File: config.mk
export PLATFORM = sky130hd
export DESIGN_NAME = dirty_rect_band_restore_top_flat
export DESIGN_NICKNAME = d
export VERILOG_FILES = /design/src/rtl/core/drbr_pkg.sv /design/src/rtl/core/drbr_if.sv /design/src/rtl/core/drbr_ram.sv /design/src/rtl/core/dirty_rect_band_restore_top.sv /design/src/flat_wrapper.sv
export SDC_FILE = /design/constraint.sdc
export NUM_CORES = 1
export LEC_CHECK = 0
export ABC_AREA = 1
export CORE_MARGIN = 8
export CORE_UTILIZATION = 60
export DETAILED_ROUTE_END_ITERATION = 12
export DONT_BUFFER_PORTS = 1
export GPL_ROUTABILITY_DRIVEN = 0
export GPL_TIMING_DRIVEN = 0
export HOLD_SLACK_MARGIN = 0.05
export PLACE_DENSITY = 0.76
export SETUP_SLACK_MARGIN = 0.05
export SYNTH_ARGS = -nofsm -noshare
export SYNTH_HDL_FRONTEND = slang
export SYNTH_HIERARCHICAL = 1
export SYNTH_SLANG_ARGS = --single-unit
File: constraint.sdc
create_clock -name i_clk -period 6.3 [get_ports i_clk]
set_input_delay 1.26 -clock i_clk [delete_from_list [all_inputs] [get_ports i_clk]]
set_output_delay 1.26 -clock i_clk [all_outputs]
set_load 0.02 [all_outputs]
File: src/rtl/core/drbr_pkg.sv
// Shared types, constants and helpers for the dirty-rectangle band restore block.
package drbr_pkg;

    // Geometry and list size
    localparam int LIST_DEPTH  = 8;
    localparam int ROW_BYTES   = 80;
    localparam int SCREEN_ROWS = 200;
    localparam int WIDTH_CAP   = 126;
    localparam int WIDTH_LIM   = ((ROW_BYTES / 2) * 2 > WIDTH_CAP) ? WIDTH_CAP
                                                                    : (ROW_BYTES / 2) * 2;

    // Field widths
    localparam int XB_W    = 7;
    localparam int ROW_W   = 8;
    localparam int WID_W   = 7;
    localparam int WORD_W  = 16;
    localparam int CIDX_W  = 3;
    localparam int NUM_CFG = 7;
    localparam int BAND_W  = 3;

    // Band boundaries (first row of each band)
    localparam int HUD_END         = 8;
    localparam int HIGH_SKY_END    = 64;
    localparam int MID_SKY_END     = 120;
    localparam int MOUNTAIN_TOP    = 199 - 29;
    localparam int GROUND_EDGE_ROW = 199 - 25;

    // Command codes
    localparam logic CMD_ADD     = 1'b0;
    localparam logic CMD_RESTORE = 1'b1;

    // Configuration register indexes
    typedef enum logic [CIDX_W-1:0] {
        CFG_HUD         = 3'd0,
        CFG_HIGH_SKY    = 3'd1,
        CFG_MID_SKY     = 3'd2,
        CFG_LOW_SKY     = 3'd3,
        CFG_MOUNTAIN    = 3'd4,
        CFG_GROUND_EDGE = 3'd5,
        CFG_GROUND      = 3'd6
    } t_cfg_idx;

    typedef enum logic [1:0] {
        ST_IDLE,
        ST_READ,
        ST_RUN,
        ST_FLUSH
    } t_state;

    // One stored rectangle
    typedef struct packed {
        logic [XB_W-1:0]  xbyte;
        logic [ROW_W-1:0] top;
        logic [WID_W-1:0] width;
        logic [ROW_W-1:0] rows;
    } t_rect;

    // First row of band k
    function automatic logic [ROW_W-1:0] band_start(input logic [BAND_W-1:0] k);
        logic [ROW_W-1:0] s;
        case (k)
            3'd0:    s = '0;
            3'd1:    s = ROW_W'(HUD_END);
            3'd2:    s = ROW_W'(HIGH_SKY_END);
            3'd3:    s = ROW_W'(MID_SKY_END);
            3'd4:    s = ROW_W'(MOUNTAIN_TOP);
            3'd5:    s = ROW_W'(GROUND_EDGE_ROW);
            3'd6:    s = ROW_W'(GROUND_EDGE_ROW + 1);
            default: s = '1;
        endcase
        return s;
    endfunction

endpackage

File: src/rtl/core/drbr_if.sv
// Handshake channel interfaces: input items, fill words and configuration writes.
interface drbr_in_if;
    logic                          valid;
    logic                          ready;
    logic                          command;
    logic                          buffer_select;
    logic [drbr_pkg::XB_W-1:0]     rect_xbyte;
    logic [drbr_pkg::ROW_W-1:0]    rect_top;
    logic [drbr_pkg::WID_W-1:0]    rect_width;
    logic [drbr_pkg::ROW_W-1:0]    rect_rows;

    modport source (output valid, command, buffer_select, rect_xbyte, rect_top,
                    rect_width, rect_rows, input ready);
    modport sink   (input valid, command, buffer_select, rect_xbyte, rect_top,
                    rect_width, rect_rows, output ready);
endinterface

interface drbr_out_if;
    logic                          valid;
    logic                          ready;
    logic                          fill_buffer;
    logic [drbr_pkg::XB_W-1:0]     fill_xbyte;
    logic [drbr_pkg::ROW_W-1:0]    fill_top;
    logic [drbr_pkg::WID_W-1:0]    fill_width;
    logic [drbr_pkg::ROW_W-1:0]    fill_rows;
    logic [drbr_pkg::WORD_W-1:0]   fill_word;
    logic                          last;

    modport source (output valid, fill_buffer, fill_xbyte, fill_top, fill_width,
                    fill_rows, fill_word, last, input ready);
    modport sink   (input valid, fill_buffer, fill_xbyte, fill_top, fill_width,
                    fill_rows, fill_word, last, output ready);
endinterface

interface drbr_cfg_if;
    logic                          valid;
    logic                          ready;
    logic [drbr_pkg::CIDX_W-1:0]   index;
    logic [drbr_pkg::WORD_W-1:0]   data;

    modport source (output valid, index, data, input ready);
    modport sink   (input valid, index, data, output ready);
endinterface

File: src/rtl/core/drbr_ram.sv
// Generic single-port-write, single-port-read RAM with registered read data.
module drbr_ram #(
    parameter int WIDTH = $bits(drbr_pkg::t_rect),
    parameter int DEPTH = 2 * drbr_pkg::LIST_DEPTH
) (
    input  logic                     i_clk,
    input  logic                     i_we,
    input  logic [$clog2(DEPTH)-1:0] i_waddr,
    input  logic [WIDTH-1:0]         i_wdata,
    input  logic [$clog2(DEPTH)-1:0] i_raddr,
    output logic [WIDTH-1:0]         o_rdata
);

    logic [WIDTH-1:0] r_mem [DEPTH];
    logic [WIDTH-1:0] r_rdata;

    always_ff @(posedge i_clk) begin
        if (i_we) begin
            r_mem[i_waddr] <= i_wdata;
        end
        r_rdata <= r_mem[i_raddr];
    end

    assign o_rdata = r_rdata;

endmodule

File: src/rtl/core/dirty_rect_band_restore_top.sv
// Dirty-rectangle band restore: two rectangle lists in RAM, walked into band fills.
// Add: the rectangle is trimmed and written to the list RAM in the accept cycle.
// Restore: per list entry, a registered RAM read and a capture fetch it, then one fill
//   per cycle while the output side takes words; a flush state then sends the last.
//   A fill leaves through a one-word output register after a one-word hold stage.
// Input is taken only between restores; configuration writes are taken every cycle.
// Reset (synchronous, active low) empties both lists, zeroes the band words and clears
//   the fill valid flags; RAM contents stay, and only entries below a list count are read.
module dirty_rect_band_restore_top #(
    parameter int LIST_DEPTH = drbr_pkg::LIST_DEPTH
) (
    input  logic       i_clk,
    input  logic       i_rst_n,
    drbr_in_if.sink    i_in,
    drbr_out_if.source o_out,
    drbr_cfg_if.sink   i_cfg
);

    localparam int DEPTH = 2 * LIST_DEPTH;
    localparam int AW    = $clog2(DEPTH);
    localparam int CW    = $clog2(LIST_DEPTH + 1);

    // ---------------------------------------------------------------
    // State
    // ---------------------------------------------------------------
    drbr_pkg::t_state r_state, n_state;

    logic [CW-1:0]                r_cnt [2];
    logic [drbr_pkg::WORD_W-1:0]  r_word [drbr_pkg::NUM_CFG];

    // Walk registers
    logic                         r_sel;
    logic [CW-1:0]                r_num;
    logic [CW-1:0]                r_idx;
    logic [drbr_pkg::XB_W-1:0]    r_xb;
    logic [drbr_pkg::WID_W-1:0]   r_rw;
    logic [drbr_pkg::ROW_W-1:0]   r_y;
    logic [drbr_pkg::ROW_W-1:0]   r_y1;

    // Hold stage: the newest fill waits here until we know whether it is the last one
    logic                         r_pv;
    logic [drbr_pkg::XB_W-1:0]    r_p_xb;
    logic [drbr_pkg::ROW_W-1:0]   r_p_top;
    logic [drbr_pkg::WID_W-1:0]   r_p_rw;
    logic [drbr_pkg::ROW_W-1:0]   r_p_rows;
    logic [drbr_pkg::WORD_W-1:0]  r_p_word;

    // Output register
    logic                         r_ov;
    logic                         r_o_buf;
    logic [drbr_pkg::XB_W-1:0]    r_o_xb;
    logic [drbr_pkg::ROW_W-1:0]   r_o_top;
    logic [drbr_pkg::WID_W-1:0]   r_o_rw;
    logic [drbr_pkg::ROW_W-1:0]   r_o_rows;
    logic [drbr_pkg::WORD_W-1:0]  r_o_word;
    logic                         r_o_last;

    // ---------------------------------------------------------------
    // Handshakes
    // ---------------------------------------------------------------
    logic acc_in, out_take, out_free;
    logic in_ready;

    assign i_in.ready  = in_ready;
    assign i_cfg.ready = 1'b1;
    assign acc_in      = i_in.valid & in_ready;
    assign out_take    = r_ov & o_out.ready;
    assign out_free    = ~r_ov | o_out.ready;

    // ---------------------------------------------------------------
    // Add path: pad width to even, clamp to the row, pull x in
    // ---------------------------------------------------------------
    logic [CW-1:0]              sel_cnt;
    logic [drbr_pkg::ROW_W-1:0] add_rw;
    logic [drbr_pkg::ROW_W-1:0] add_xb;
    logic                       add_ok;
    drbr_pkg::t_rect            add_rect;

    assign sel_cnt = r_cnt[i_in.buffer_select];

    always_comb begin
        add_rw = (drbr_pkg::ROW_W'(i_in.rect_width) + 8'd1) & 8'hFE;
        if (add_rw > drbr_pkg::ROW_W'(drbr_pkg::WIDTH_LIM)) begin
            add_rw = drbr_pkg::ROW_W'(drbr_pkg::WIDTH_LIM);
        end
        add_xb = drbr_pkg::ROW_W'(i_in.rect_xbyte);
        if (add_xb + add_rw > drbr_pkg::ROW_W'(drbr_pkg::ROW_BYTES)) begin
            add_xb = drbr_pkg::ROW_W'(drbr_pkg::ROW_BYTES) - add_rw;
        end
        add_rect.xbyte = add_xb[drbr_pkg::XB_W-1:0];
        add_rect.top   = i_in.rect_top;
        add_rect.width = add_rw[drbr_pkg::WID_W-1:0];
        add_rect.rows  = i_in.rect_rows;
    end

    // Drop adds to a full list and empty rectangles
    assign add_ok = acc_in && (i_in.command == drbr_pkg::CMD_ADD)
                    && (sel_cnt < CW'(LIST_DEPTH))
                    && (i_in.rect_width != '0) && (i_in.rect_rows != '0);

    // ---------------------------------------------------------------
    // Rectangle RAM
    // ---------------------------------------------------------------
    logic [AW-1:0]   wr_addr, rd_addr, in_base, walk_base;
    logic [CW-1:0]   nxt_idx;
    drbr_pkg::t_rect rd_rect;

    assign in_base   = i_in.buffer_select ? AW'(LIST_DEPTH) : '0;
    assign walk_base = r_sel ? AW'(LIST_DEPTH) : '0;
    assign nxt_idx   = r_idx + 1'b1;
    assign wr_addr   = in_base + AW'(sel_cnt);
    // In idle, aim at the first entry of the list a restore would walk
    assign rd_addr   = (r_state == drbr_pkg::ST_IDLE) ? in_base : walk_base + AW'(nxt_idx);

    drbr_ram #(
        .WIDTH ($bits(drbr_pkg::t_rect)),
        .DEPTH (DEPTH)
    ) u_store (
        .i_clk   (i_clk),
        .i_we    (add_ok),
        .i_waddr (wr_addr),
        .i_wdata (add_rect),
        .i_raddr (rd_addr),
        .o_rdata (rd_rect)
    );

    // Clamp the fetched rectangle's bottom to the screen
    logic [drbr_pkg::ROW_W:0]   rd_sum;
    logic [drbr_pkg::ROW_W-1:0] rd_y1;

    always_comb begin
        rd_sum = (drbr_pkg::ROW_W + 1)'(rd_rect.top) + (drbr_pkg::ROW_W + 1)'(rd_rect.rows);
        if (rd_sum > (drbr_pkg::ROW_W + 1)'(drbr_pkg::SCREEN_ROWS)) begin
            rd_y1 = drbr_pkg::ROW_W'(drbr_pkg::SCREEN_ROWS);
        end else begin
            rd_y1 = rd_sum[drbr_pkg::ROW_W-1:0];
        end
    end

    // ---------------------------------------------------------------
    // Run finder: band of the current row, then extend across following
    // bands while their fill words match, and stop at the rectangle bottom
    // ---------------------------------------------------------------
    logic [drbr_pkg::BAND_W-1:0] band;
    logic [drbr_pkg::ROW_W:0]    grp_end;
    logic [drbr_pkg::ROW_W-1:0]  run_end;
    logic [drbr_pkg::ROW_W-1:0]  run_rows;
    logic [drbr_pkg::WORD_W-1:0] run_word;
    logic                        have_fill;

    always_comb begin
        band = '0;
        for (int k = 1; k < drbr_pkg::NUM_CFG; k++) begin
            if (r_y >= drbr_pkg::band_start(drbr_pkg::BAND_W'(k))) begin
                band = drbr_pkg::BAND_W'(k);
            end
        end
        grp_end = {1'b1, {drbr_pkg::ROW_W{1'b0}}};
        for (int k = drbr_pkg::NUM_CFG - 2; k >= 0; k--) begin
            if (drbr_pkg::BAND_W'(k) >= band && r_word[k + 1] != r_word[k]) begin
                grp_end = {1'b0, drbr_pkg::band_start(drbr_pkg::BAND_W'(k + 1))};
            end
        end
        if ({1'b0, r_y1} < grp_end) begin
            run_end = r_y1;
        end else begin
            run_end = grp_end[drbr_pkg::ROW_W-1:0];
        end
        run_rows = run_end - r_y;
        run_word = r_word[band];
    end

    assign have_fill = (r_y < r_y1);

    // ---------------------------------------------------------------
    // Sequencer: next state
    // ---------------------------------------------------------------
    always_comb begin
        n_state = r_state;
        case (r_state)
            drbr_pkg::ST_IDLE: begin
                if (acc_in && i_in.command == drbr_pkg::CMD_RESTORE && sel_cnt != '0) begin
                    n_state = drbr_pkg::ST_READ;
                end
            end
            drbr_pkg::ST_READ: begin
                n_state = drbr_pkg::ST_RUN;
            end
            drbr_pkg::ST_RUN: begin
                if (!have_fill) begin
                    n_state = (nxt_idx < r_num) ? drbr_pkg::ST_READ : drbr_pkg::ST_FLUSH;
                end
            end
            drbr_pkg::ST_FLUSH: begin
                if (!r_pv || out_free) begin
                    n_state = drbr_pkg::ST_IDLE;
                end
            end
            default: n_state = drbr_pkg::ST_IDLE;
        endcase
    end

    // ---------------------------------------------------------------
    // Sequencer: control outputs
    // ---------------------------------------------------------------
    logic cap_entry;   // fetched rectangle is on the RAM output
    logic gen;         // emit one run into the hold stage
    logic push_mid;    // hold stage moves out, more fills follow
    logic push_last;   // hold stage moves out as the final fill
    logic adv_entry;   // step to the next list entry
    logic start_rst;   // restore accepted

    always_comb begin
        in_ready  = 1'b0;
        cap_entry = 1'b0;
        gen       = 1'b0;
        push_mid  = 1'b0;
        push_last = 1'b0;
        adv_entry = 1'b0;
        start_rst = 1'b0;
        case (r_state)
            drbr_pkg::ST_IDLE: begin
                in_ready  = 1'b1;
                start_rst = acc_in && (i_in.command == drbr_pkg::CMD_RESTORE);
            end
            drbr_pkg::ST_READ: begin
                cap_entry = 1'b1;
            end
            drbr_pkg::ST_RUN: begin
                gen       = have_fill && (!r_pv || out_free);
                push_mid  = gen && r_pv;
                adv_entry = !have_fill;
            end
            drbr_pkg::ST_FLUSH: begin
                push_last = r_pv && out_free;
            end
            default: ;
        endcase
    end

    // ---------------------------------------------------------------
    // Control registers
    // ---------------------------------------------------------------
    always_ff @(posedge i_clk) begin
        if (!i_rst_n) begin
            r_state <= drbr_pkg::ST_IDLE;
            r_cnt[0] <= '0;
            r_cnt[1] <= '0;
            r_pv    <= 1'b0;
            r_ov    <= 1'b0;
            for (int k = 0; k < drbr_pkg::NUM_CFG; k++) begin
                r_word[k] <= '0;
            end
        end else begin
            r_state <= n_state;

            // Grow the list on an add, empty it when a restore starts
            if (add_ok) begin
                r_cnt[i_in.buffer_select] <= sel_cnt + 1'b1;
            end else if (start_rst) begin
                r_cnt[i_in.buffer_select] <= '0;
            end

            if (gen) begin
                r_pv <= 1'b1;
            end else if (push_last) begin
                r_pv <= 1'b0;
            end

            if (push_mid || push_last) begin
                r_ov <= 1'b1;
            end else if (out_take) begin
                r_ov <= 1'b0;
            end

            // Writes beyond the register list are dropped
            if (i_cfg.valid && i_cfg.index <= drbr_pkg::CFG_GROUND) begin
                r_word[i_cfg.index] <= i_cfg.data;
            end
        end
    end

    // ---------------------------------------------------------------
    // Payload registers
    // ---------------------------------------------------------------
    always_ff @(posedge i_clk) begin
        if (start_rst) begin
            r_sel <= i_in.buffer_select;
            r_num <= sel_cnt;
            r_idx <= '0;
        end else if (adv_entry) begin
            r_idx <= nxt_idx;
        end

        if (cap_entry) begin
            r_xb <= rd_rect.xbyte;
            r_rw <= rd_rect.width;
            r_y  <= rd_rect.top;
            r_y1 <= rd_y1;
        end else if (gen) begin
            r_y <= run_end;
        end

        if (gen) begin
            r_p_xb   <= r_xb;
            r_p_top  <= r_y;
            r_p_rw   <= r_rw;
            r_p_rows <= run_rows;
            r_p_word <= run_word;
        end

        if (push_mid || push_last) begin
            r_o_buf  <= r_sel;
            r_o_xb   <= r_p_xb;
            r_o_top  <= r_p_top;
            r_o_rw   <= r_p_rw;
            r_o_rows <= r_p_rows;
            r_o_word <= r_p_word;
            r_o_last <= push_last;
        end
    end

    assign o_out.valid       = r_ov;
    assign o_out.fill_buffer = r_o_buf;
    assign o_out.fill_xbyte  = r_o_xb;
    assign o_out.fill_top    = r_o_top;
    assign o_out.fill_width  = r_o_rw;
    assign o_out.fill_rows   = r_o_rows;
    assign o_out.fill_word   = r_o_word;
    assign o_out.last        = r_o_last;

endmodule

File: src/flat_wrapper.sv
// flat-port wrapper written by rule: the top's interface ports become plain ports
module dirty_rect_band_restore_top_flat 
#(
    parameter int LIST_DEPTH = drbr_pkg::LIST_DEPTH
)
  (i_clk, i_rst_n, i_in_valid, i_in_command, i_in_buffer_select, i_in_rect_xbyte, i_in_rect_top, i_in_rect_width, i_in_rect_rows, i_in_ready, o_out_valid, o_out_fill_buffer, o_out_fill_xbyte, o_out_fill_top, o_out_fill_width, o_out_fill_rows, o_out_fill_word, o_out_last, o_out_ready, i_cfg_valid, i_cfg_index, i_cfg_data, i_cfg_ready);
  drbr_in_if i_in_i ();
  drbr_out_if o_out_i ();
  drbr_cfg_if i_cfg_i ();
  input  logic i_clk;
  input  logic i_rst_n;
  input wire logic [$bits(i_in_i.valid)-1:0] i_in_valid;
  input wire logic [$bits(i_in_i.command)-1:0] i_in_command;
  input wire logic [$bits(i_in_i.buffer_select)-1:0] i_in_buffer_select;
  input wire logic [$bits(i_in_i.rect_xbyte)-1:0] i_in_rect_xbyte;
  input wire logic [$bits(i_in_i.rect_top)-1:0] i_in_rect_top;
  input wire logic [$bits(i_in_i.rect_width)-1:0] i_in_rect_width;
  input wire logic [$bits(i_in_i.rect_rows)-1:0] i_in_rect_rows;
  output wire logic [$bits(i_in_i.ready)-1:0] i_in_ready;
  output wire logic [$bits(o_out_i.valid)-1:0] o_out_valid;
  output wire logic [$bits(o_out_i.fill_buffer)-1:0] o_out_fill_buffer;
  output wire logic [$bits(o_out_i.fill_xbyte)-1:0] o_out_fill_xbyte;
  output wire logic [$bits(o_out_i.fill_top)-1:0] o_out_fill_top;
  output wire logic [$bits(o_out_i.fill_width)-1:0] o_out_fill_width;
  output wire logic [$bits(o_out_i.fill_rows)-1:0] o_out_fill_rows;
  output wire logic [$bits(o_out_i.fill_word)-1:0] o_out_fill_word;
  output wire logic [$bits(o_out_i.last)-1:0] o_out_last;
  input wire logic [$bits(o_out_i.ready)-1:0] o_out_ready;
  input wire logic [$bits(i_cfg_i.valid)-1:0] i_cfg_valid;
  input wire logic [$bits(i_cfg_i.index)-1:0] i_cfg_index;
  input wire logic [$bits(i_cfg_i.data)-1:0] i_cfg_data;
  output wire logic [$bits(i_cfg_i.ready)-1:0] i_cfg_ready;
  assign i_in_i.valid = i_in_valid;
  assign i_in_i.command = i_in_command;
  assign i_in_i.buffer_select = i_in_buffer_select;
  assign i_in_i.rect_xbyte = i_in_rect_xbyte;
  assign i_in_i.rect_top = i_in_rect_top;
  assign i_in_i.rect_width = i_in_rect_width;
  assign i_in_i.rect_rows = i_in_rect_rows;
  assign i_in_ready = i_in_i.ready;
  assign o_out_valid = o_out_i.valid;
  assign o_out_fill_buffer = o_out_i.fill_buffer;
  assign o_out_fill_xbyte = o_out_i.fill_xbyte;
  assign o_out_fill_top = o_out_i.fill_top;
  assign o_out_fill_width = o_out_i.fill_width;
  assign o_out_fill_rows = o_out_i.fill_rows;
  assign o_out_fill_word = o_out_i.fill_word;
  assign o_out_last = o_out_i.last;
  assign o_out_i.ready = o_out_ready;
  assign i_cfg_i.valid = i_cfg_valid;
  assign i_cfg_i.index = i_cfg_index;
  assign i_cfg_i.data = i_cfg_data;
  assign i_cfg_ready = i_cfg_i.ready;
  dirty_rect_band_restore_top #(.LIST_DEPTH(LIST_DEPTH)) u_core (.i_clk(i_clk), .i_rst_n(i_rst_n), .i_in(i_in_i), .o_out(o_out_i), .i_cfg(i_cfg_i));
endmodule
; ---- After elaboration in Yosys (flattened, before gate mapping)
; Memories as Yosys holds them, arrays and structs flattened. A register that Yosys moved wholly into a read port is not among the register bits.
; Cells that the tools add are included.
[classes]
n_reduce_logical = 30
eq_ne = 12
add_sub_neg = 9
mux = 55
order_cmp = 20
n_bitwise = 6
[op_table]
columns = cell, n
row1 = 16-bit != test, 6
row2 = 9-bit two-way mux, 6
row3 = 8-bit two-way mux, 4
row4 = 1-bit two-way mux, 27
row5 = 8-bit greater-or-equal comparator (second input constant), 3
row6 = 4-bit two-way mux, 5
row7 = 8-bit by 7-bit greater-or-equal comparator with 1-bit output (second input constant), 2
row8 = 8-bit by 7-bit greater-than comparator with 1-bit output (second input constant), 2
row9 = 1-bit logical AND, 16
row10 = 16-bit two-way mux, 1
row11 = 16-bit OR reduction, 1
row12 = 2-bit two-way mux, 6
row13 = 3-bit two-way mux, 4
row14 = 8-bit by 8-bit adder with 9-bit output, 1
row15 = 9-bit by 8-bit greater-than comparator with 1-bit output (second input constant), 1
row16 = 8-bit by 9-bit < comparator with 1-bit output, 1
row17 = 4-bit by 1-bit adder with 4-bit output (second input constant), 2
row18 = 4-bit adder, 2
row19 = 7-bit by 1-bit adder with 8-bit output (second input constant), 1
row20 = 7-bit by 8-bit adder with 8-bit output, 1
row21 = 8-bit by 4-bit greater-or-equal comparator with 1-bit output (second input constant), 1
row22 = 8-bit < comparator, 1
row23 = 2-bit one-hot mux with 4 select lines, 1
row24 = 8-bit nonzero test, 1
row25 = other kinds (24), 36
[totals]
inputBits = 56
n_memories = 3
out_inout_bits = 51
wordCells = 156
mem_bits_rw = 600
register_bits = 121
[memory_table]
columns = name, words, width, rd, rd_clocked_by_memory_dff, wr, line_no
row1 = u_core.u_store.r_mem, 16, 30, 1, 1, 1, drbr_ram.sv:14  ; logic [WIDTH-1:0] r_mem [DEPTH];
row2 = u_core.r_word, 7, 16, 8, 1, 7, dirty_rect_band_restore_top.sv:29  ; logic [drbr_pkg::WORD_W-1:0] r_word [drbr_pkg::NUM_CFG];
row3 = u_core.r_cnt, 2, 4, 1, 0, 2, dirty_rect_band_restore_top.sv:28  ; logic [CW-1:0] r_cnt [2];

; ---- Logic depth before layout (Yosys ltp)
[logic_depth]
depth_word = 19
depth_mapped = 40

; ---- By module
; The synthesis kept the hierarchy.
[by_module_without_submodules]
columns = module, cells_per_inst, instances, area_each_um2
row1 = drbr_ram, 1989, 1, 21299.2
row2 = dirty_rect_band_restore_top, 1506, 1, 14009.7

; ---- Worst setup path after synthesis
; No wires, ideal clock.
[synth_path]
kind = input -> register
startpoint = input port i_in_rect_width[0]
endpoint = memory u_core/u_store/r_mem[0][29] (netlist bit) (data pin)
cell_stages = 21
t_arrival_ns = 4.773
setup_slack_ns = 1.196
setup_ns = 0.330
required_time_ns = 5.970
path_cell_list = ha_1 nand3_1 nand3b_1 xor2_1 or2_1 nand2_1 nand2_1 inv_1 ha_1 nand2_1 nor2_1 a211oi_1 nor2_1 nor2_1 nor2_1 nor2_1 xnor2_1 nand2_1 nand2_1 inv_1 o21ai_0
[synth_between]
elab_chain_cells = 6
[synth_lines]
columns = element, line_no
row1 = "start, declared", flat_wrapper.sv:17  ; input wire logic [$bits(i_in_i.rect_width)-1:0] i_in_rect_width;
row2 = 7-bit by 1-bit adder with 8-bit output *, dirty_rect_band_restore_top.sv:82  ; add_rw = (drbr_pkg::ROW_W'(i_in.rect_width) + 8'd1) & 8'hFE;
row3 = 8-bit by 7-bit greater-than comparator with 1-bit output, dirty_rect_band_restore_top.sv:83  ; if (add_rw > drbr_pkg::ROW_W'(drbr_pkg::WIDTH_LIM)) begin
row4 = 8-bit two-way mux *, dirty_rect_band_restore_top.sv:83
row5 = named net u_core.add_rw (one bit), dirty_rect_band_restore_top.sv:74  ; logic [drbr_pkg::ROW_W-1:0] add_rw;
row6 = 7-bit by 8-bit adder with 8-bit output, dirty_rect_band_restore_top.sv:87  ; if (add_xb + add_rw > drbr_pkg::ROW_W'(drbr_pkg::ROW_BYTES)) begin
row7 = 8-bit by 7-bit greater-than comparator with 1-bit output, dirty_rect_band_restore_top.sv:87
row8 = 7-bit two-way mux *, dirty_rect_band_restore_top.sv:87
row9 = named net u_core.add_xb (one bit), dirty_rect_band_restore_top.sv:75  ; logic [drbr_pkg::ROW_W-1:0] add_xb;
row10 = "end, declared", drbr_ram.sv:14
; Mark *: on every way through the listed nets, which the timed path passes. The rest lies on a longest branch.

; ---- Worst setup path in the final report
[layout_path]
startpoint = input port i_in_rect_width[0]
endpoint = memory u_core/u_store/r_mem[4][23] (netlist bit) (data pin)
[layout_between]
elab_chain_cells = 6
[layout_lines]
columns = element, line_no
row1 = 7-bit by 1-bit adder with 8-bit output *, dirty_rect_band_restore_top.sv:82
row2 = 8-bit by 7-bit greater-than comparator with 1-bit output, dirty_rect_band_restore_top.sv:83
row3 = 8-bit two-way mux *, dirty_rect_band_restore_top.sv:83
row4 = named net u_core.add_rw (one bit), dirty_rect_band_restore_top.sv:74
row5 = 7-bit by 8-bit adder with 8-bit output *, dirty_rect_band_restore_top.sv:87
row6 = 8-bit by 7-bit greater-than comparator with 1-bit output *, dirty_rect_band_restore_top.sv:87
row7 = 7-bit two-way mux *, dirty_rect_band_restore_top.sv:87
row8 = named net u_core.add_xb (one bit), dirty_rect_band_restore_top.sv:75
; Marks and branches as above.

==> results.md <==
* Status: finished clean
* FILL cells at 4281
* Layout Skew at about 28 ps
* Wire length per cell at around 21 µm
* Total die area at ~67000 µm²
* Share of layout cells above drive strength 1 at 7.92%
* Die height at 259 µm
* Number of port buffers at 0
* Vias per Instance at 5.71
* Post-synth EDFFs at 729
* Period utilisation layout at between 80% and 90%
* Clk buf depth at 3
* Vias in the first global route at 24172
* Clock sinks at 783
* Hold buffers post-CTS at 0
* First-pass GRT wire length at between 100000 and 150000 µm
* Core area at a little under 60000 µm²
* P per Cell Area at 483 nW/µm²
* Num CTS Buffers at between 70 and 80
* Pre-antenna DRT Iters at 7
* Pre-CTS setup slack at 57.3 ps
* P_leak at 16.6 nW
* Antenna cells at 0
* Clk_lat worst skew at 620 ps
* Cell Area, Synth at ~35000 µm²
* Peak supply drop at between 0.3 and 0.4 mV
* Critical Path Fanout Max at 20
* CP endpoint kind: flip-flop
* DRC Markers at 0
* Initial Utilization at 60.3%
* # setup viols final at 0
* CTS H-tree lvls at 3
* Max Fclk at roughly 0.18 GHz
* Final nets at 3730
* Ys Warns at 6
* Top cells by area, synth: edfxtp_1 (62%), nand2_1 (10%), inv_1 (5.8%)
* Routed WL at 92900 µm
* DPL Wire Length at 63800 µm
* Via Count at 25486
* TritonCTS clock tree: built
* Critical Path Start Type: primary input
* WL met3 at 10600 µm
* Slew Limit Headroom at 6.13%
* Boundary pin count at 107
* Post-synth top flop: edfxtp_1
* Yosys top cell area share at 62.0%
* Setup WS post-layout at 683 ps
* Initial antenna violation count at 3
* Final setup TNS at 0 ps
* Hold Fails Final Rpt at 0
* Row count at 89
* RSZ-0062 raised after global routing: no
* Total gr overflow at 0
* Path category of the worst min-delay check: flip-flop to flip-flop
* Synthesized flop and latch total at 783
* Die X-Extent at 259 µm
* Sequential share of the synthesized area at 65.1%
* Max-Cap Viols at 0
* Arr. time, crit path at 5820 ps
* DRT iter0 DRCs at just over 3000
* Highest metal used: met5
* Reg2reg start: u_core/r_word[5][3]
* Clock Root Buffer: clkbuf_16
* FFs w/ async S/R, synth at 0%
* Worst Path Required at ~6500 ps
* Most common cell after layout, fill and taps aside: nand2_1
* Worst Hold Launch: u_core/u_store/o_rdata[24]
* Cell accounting for the most synthesized area: edfxtp_1
* Area delta synth->final at 11.8%
* Crit path from: i_in_rect_width[0]
* Clock slew seen by the registers of the worst setup and hold paths at 50 ps
* Syn avg cell area at 10.1 µm²
* Setup Crit Path Kind: primary input to flip-flop
* Post-synth cell types at 49
* Overall global routing resource usage at 27.3%
* Minimum hold slack at 403 ps
* M1 WL at 34700 µm
* Postcts setup bufs at 0
* Most frequent cells in the layout: nand2_1 (962), edfxtp_1 (729), inv_1 (545)
* Pin count of the biggest net entering global routing at 45
* Antenna violation net count after detailed routing at 0
* Gate Count Post-Synth at 3495
* Crit path time final at 5620 ps
* Final Max Tran Viols at 0
* Resize count post-CTS at 0
* WL met2 at 43300 µm
* Pin slew with the least headroom to its limit at 1400 ps
==> metal layers <==
layer	up-vias	GRT usage [%]
met5	-	0
met4	4	12.8
met3	292	5.63
met2	1568	44.0
met1	11999	35.4
li1	11623	-
==> kinds of logic after synthesis <==
group	share of synthesized area, %
xor gates and xnor gates	1.56
other	0.0213
and+or+nand+nor	19.8
DFF	65.1
adders and majority gates	1.73
AOI/OAI and AO/OA	3.52
buffers and inverters	8.30
==> cell type report <==
type	instances	area [µm²]	area share (%)
clock inverters	36	340	0.862
repair buffers	20	405	1.03
well taps	773	967	2.45
flip-flops and latches	783	23000	58.2
clock buffers	107	2200	5.58
multi-input cells	2046	9670	24.5
plain buffers	132	806	2.04
inverters	565	2120	5.38
==> sequential cells by signal, indices dropped and copies added, names as in the netlist, 2 cells and up <==
register                 cells
u_core/o_out.fill_rows       8
u_core/o_out.fill_top        8
u_core/o_out.fill_width      7
u_core/o_out.fill_word      16
u_core/o_out.fill_xbyte      7
u_core/r_cnt                 8
u_core/r_idx                 4
u_core/r_num                 4
u_core/r_p_rows              8
u_core/r_p_rw                7
u_core/r_p_top               8
u_core/r_p_word             16
u_core/r_p_xb                7
u_core/r_rw                  7
u_core/r_state               2
u_core/r_word              128
u_core/r_xb                  7
u_core/r_y                   8
u_core/r_y1                  8
u_core/u_store/o_rdata      30
u_core/u_store/r_mem       480
==> synthesized netlist by cell type, drive strengths merged, types with 17 or more instances <==
library cell / count
edfxtp: 729
dfxtp: 54
a31oi: 20
a21oi: 70
nor2: 277
buf: 91
o21ai: 97
clkbuf: 41
xnor2: 22
nand2: 977
ha: 44
xor2: 41
nand3: 395
inv: 563
o211ai: 17
==> critical path, stage by stage <==
cell and delay (ps):
ha_1 160, nand3_1 100, nand3b_1 180, xor2_1 170
or2_1 470, nand2_1 210, nand2_1 150, inv_1 480
ha_1 260, inv_1 60, fa_1 400, o21ai_0 310
xor2_1 180, nand2_1 60, nand2_1 60, nand2_1 180
nor2_1 1100
==> worst paths after layout <==
path | endpoint | slack [ps] | depth (start not counted)
min reg2reg | u_core/r_xb[1] | 400 | 0
max reg2reg | u_core/r_p_rows[7] | 1130 | 37
max | u_core/u_store/r_mem[4][23] | 680 | 17
min | u_core/r_xb[1] | 400 | 0
==> through the flow <==
step                total power (W)  std cells  utilization [%]  area (µm²)
global route                 0.0199       4462             67.4       39500
floorplan                    0.0117       3526                -       35400
global placement             0.0140       4299             62.1       36400
detailed placement           0.0142       4319             63.1       36900
CTS                          0.0189       4462             67.4       39500
finish                       0.0191       4462             67.4       39500
==> report_power, final <==
| part | total (W) | leakage (nW) | switching, W | internal [W] |
|---|---|---|---|---|
| sequential | 0.00670 | 7.11 | 0.000255 | 0.00644 |
| combinational | 0.00775 | 8.27 | 0.00543 | 0.00232 |
| clock | 0.00461 | 1.25 | 0.00191 | 0.00270 |
| total | 0.0191 | 16.6 | 0.00760 | 0.0115 |
Note: power is estimated with default switching activity, not from simulation.
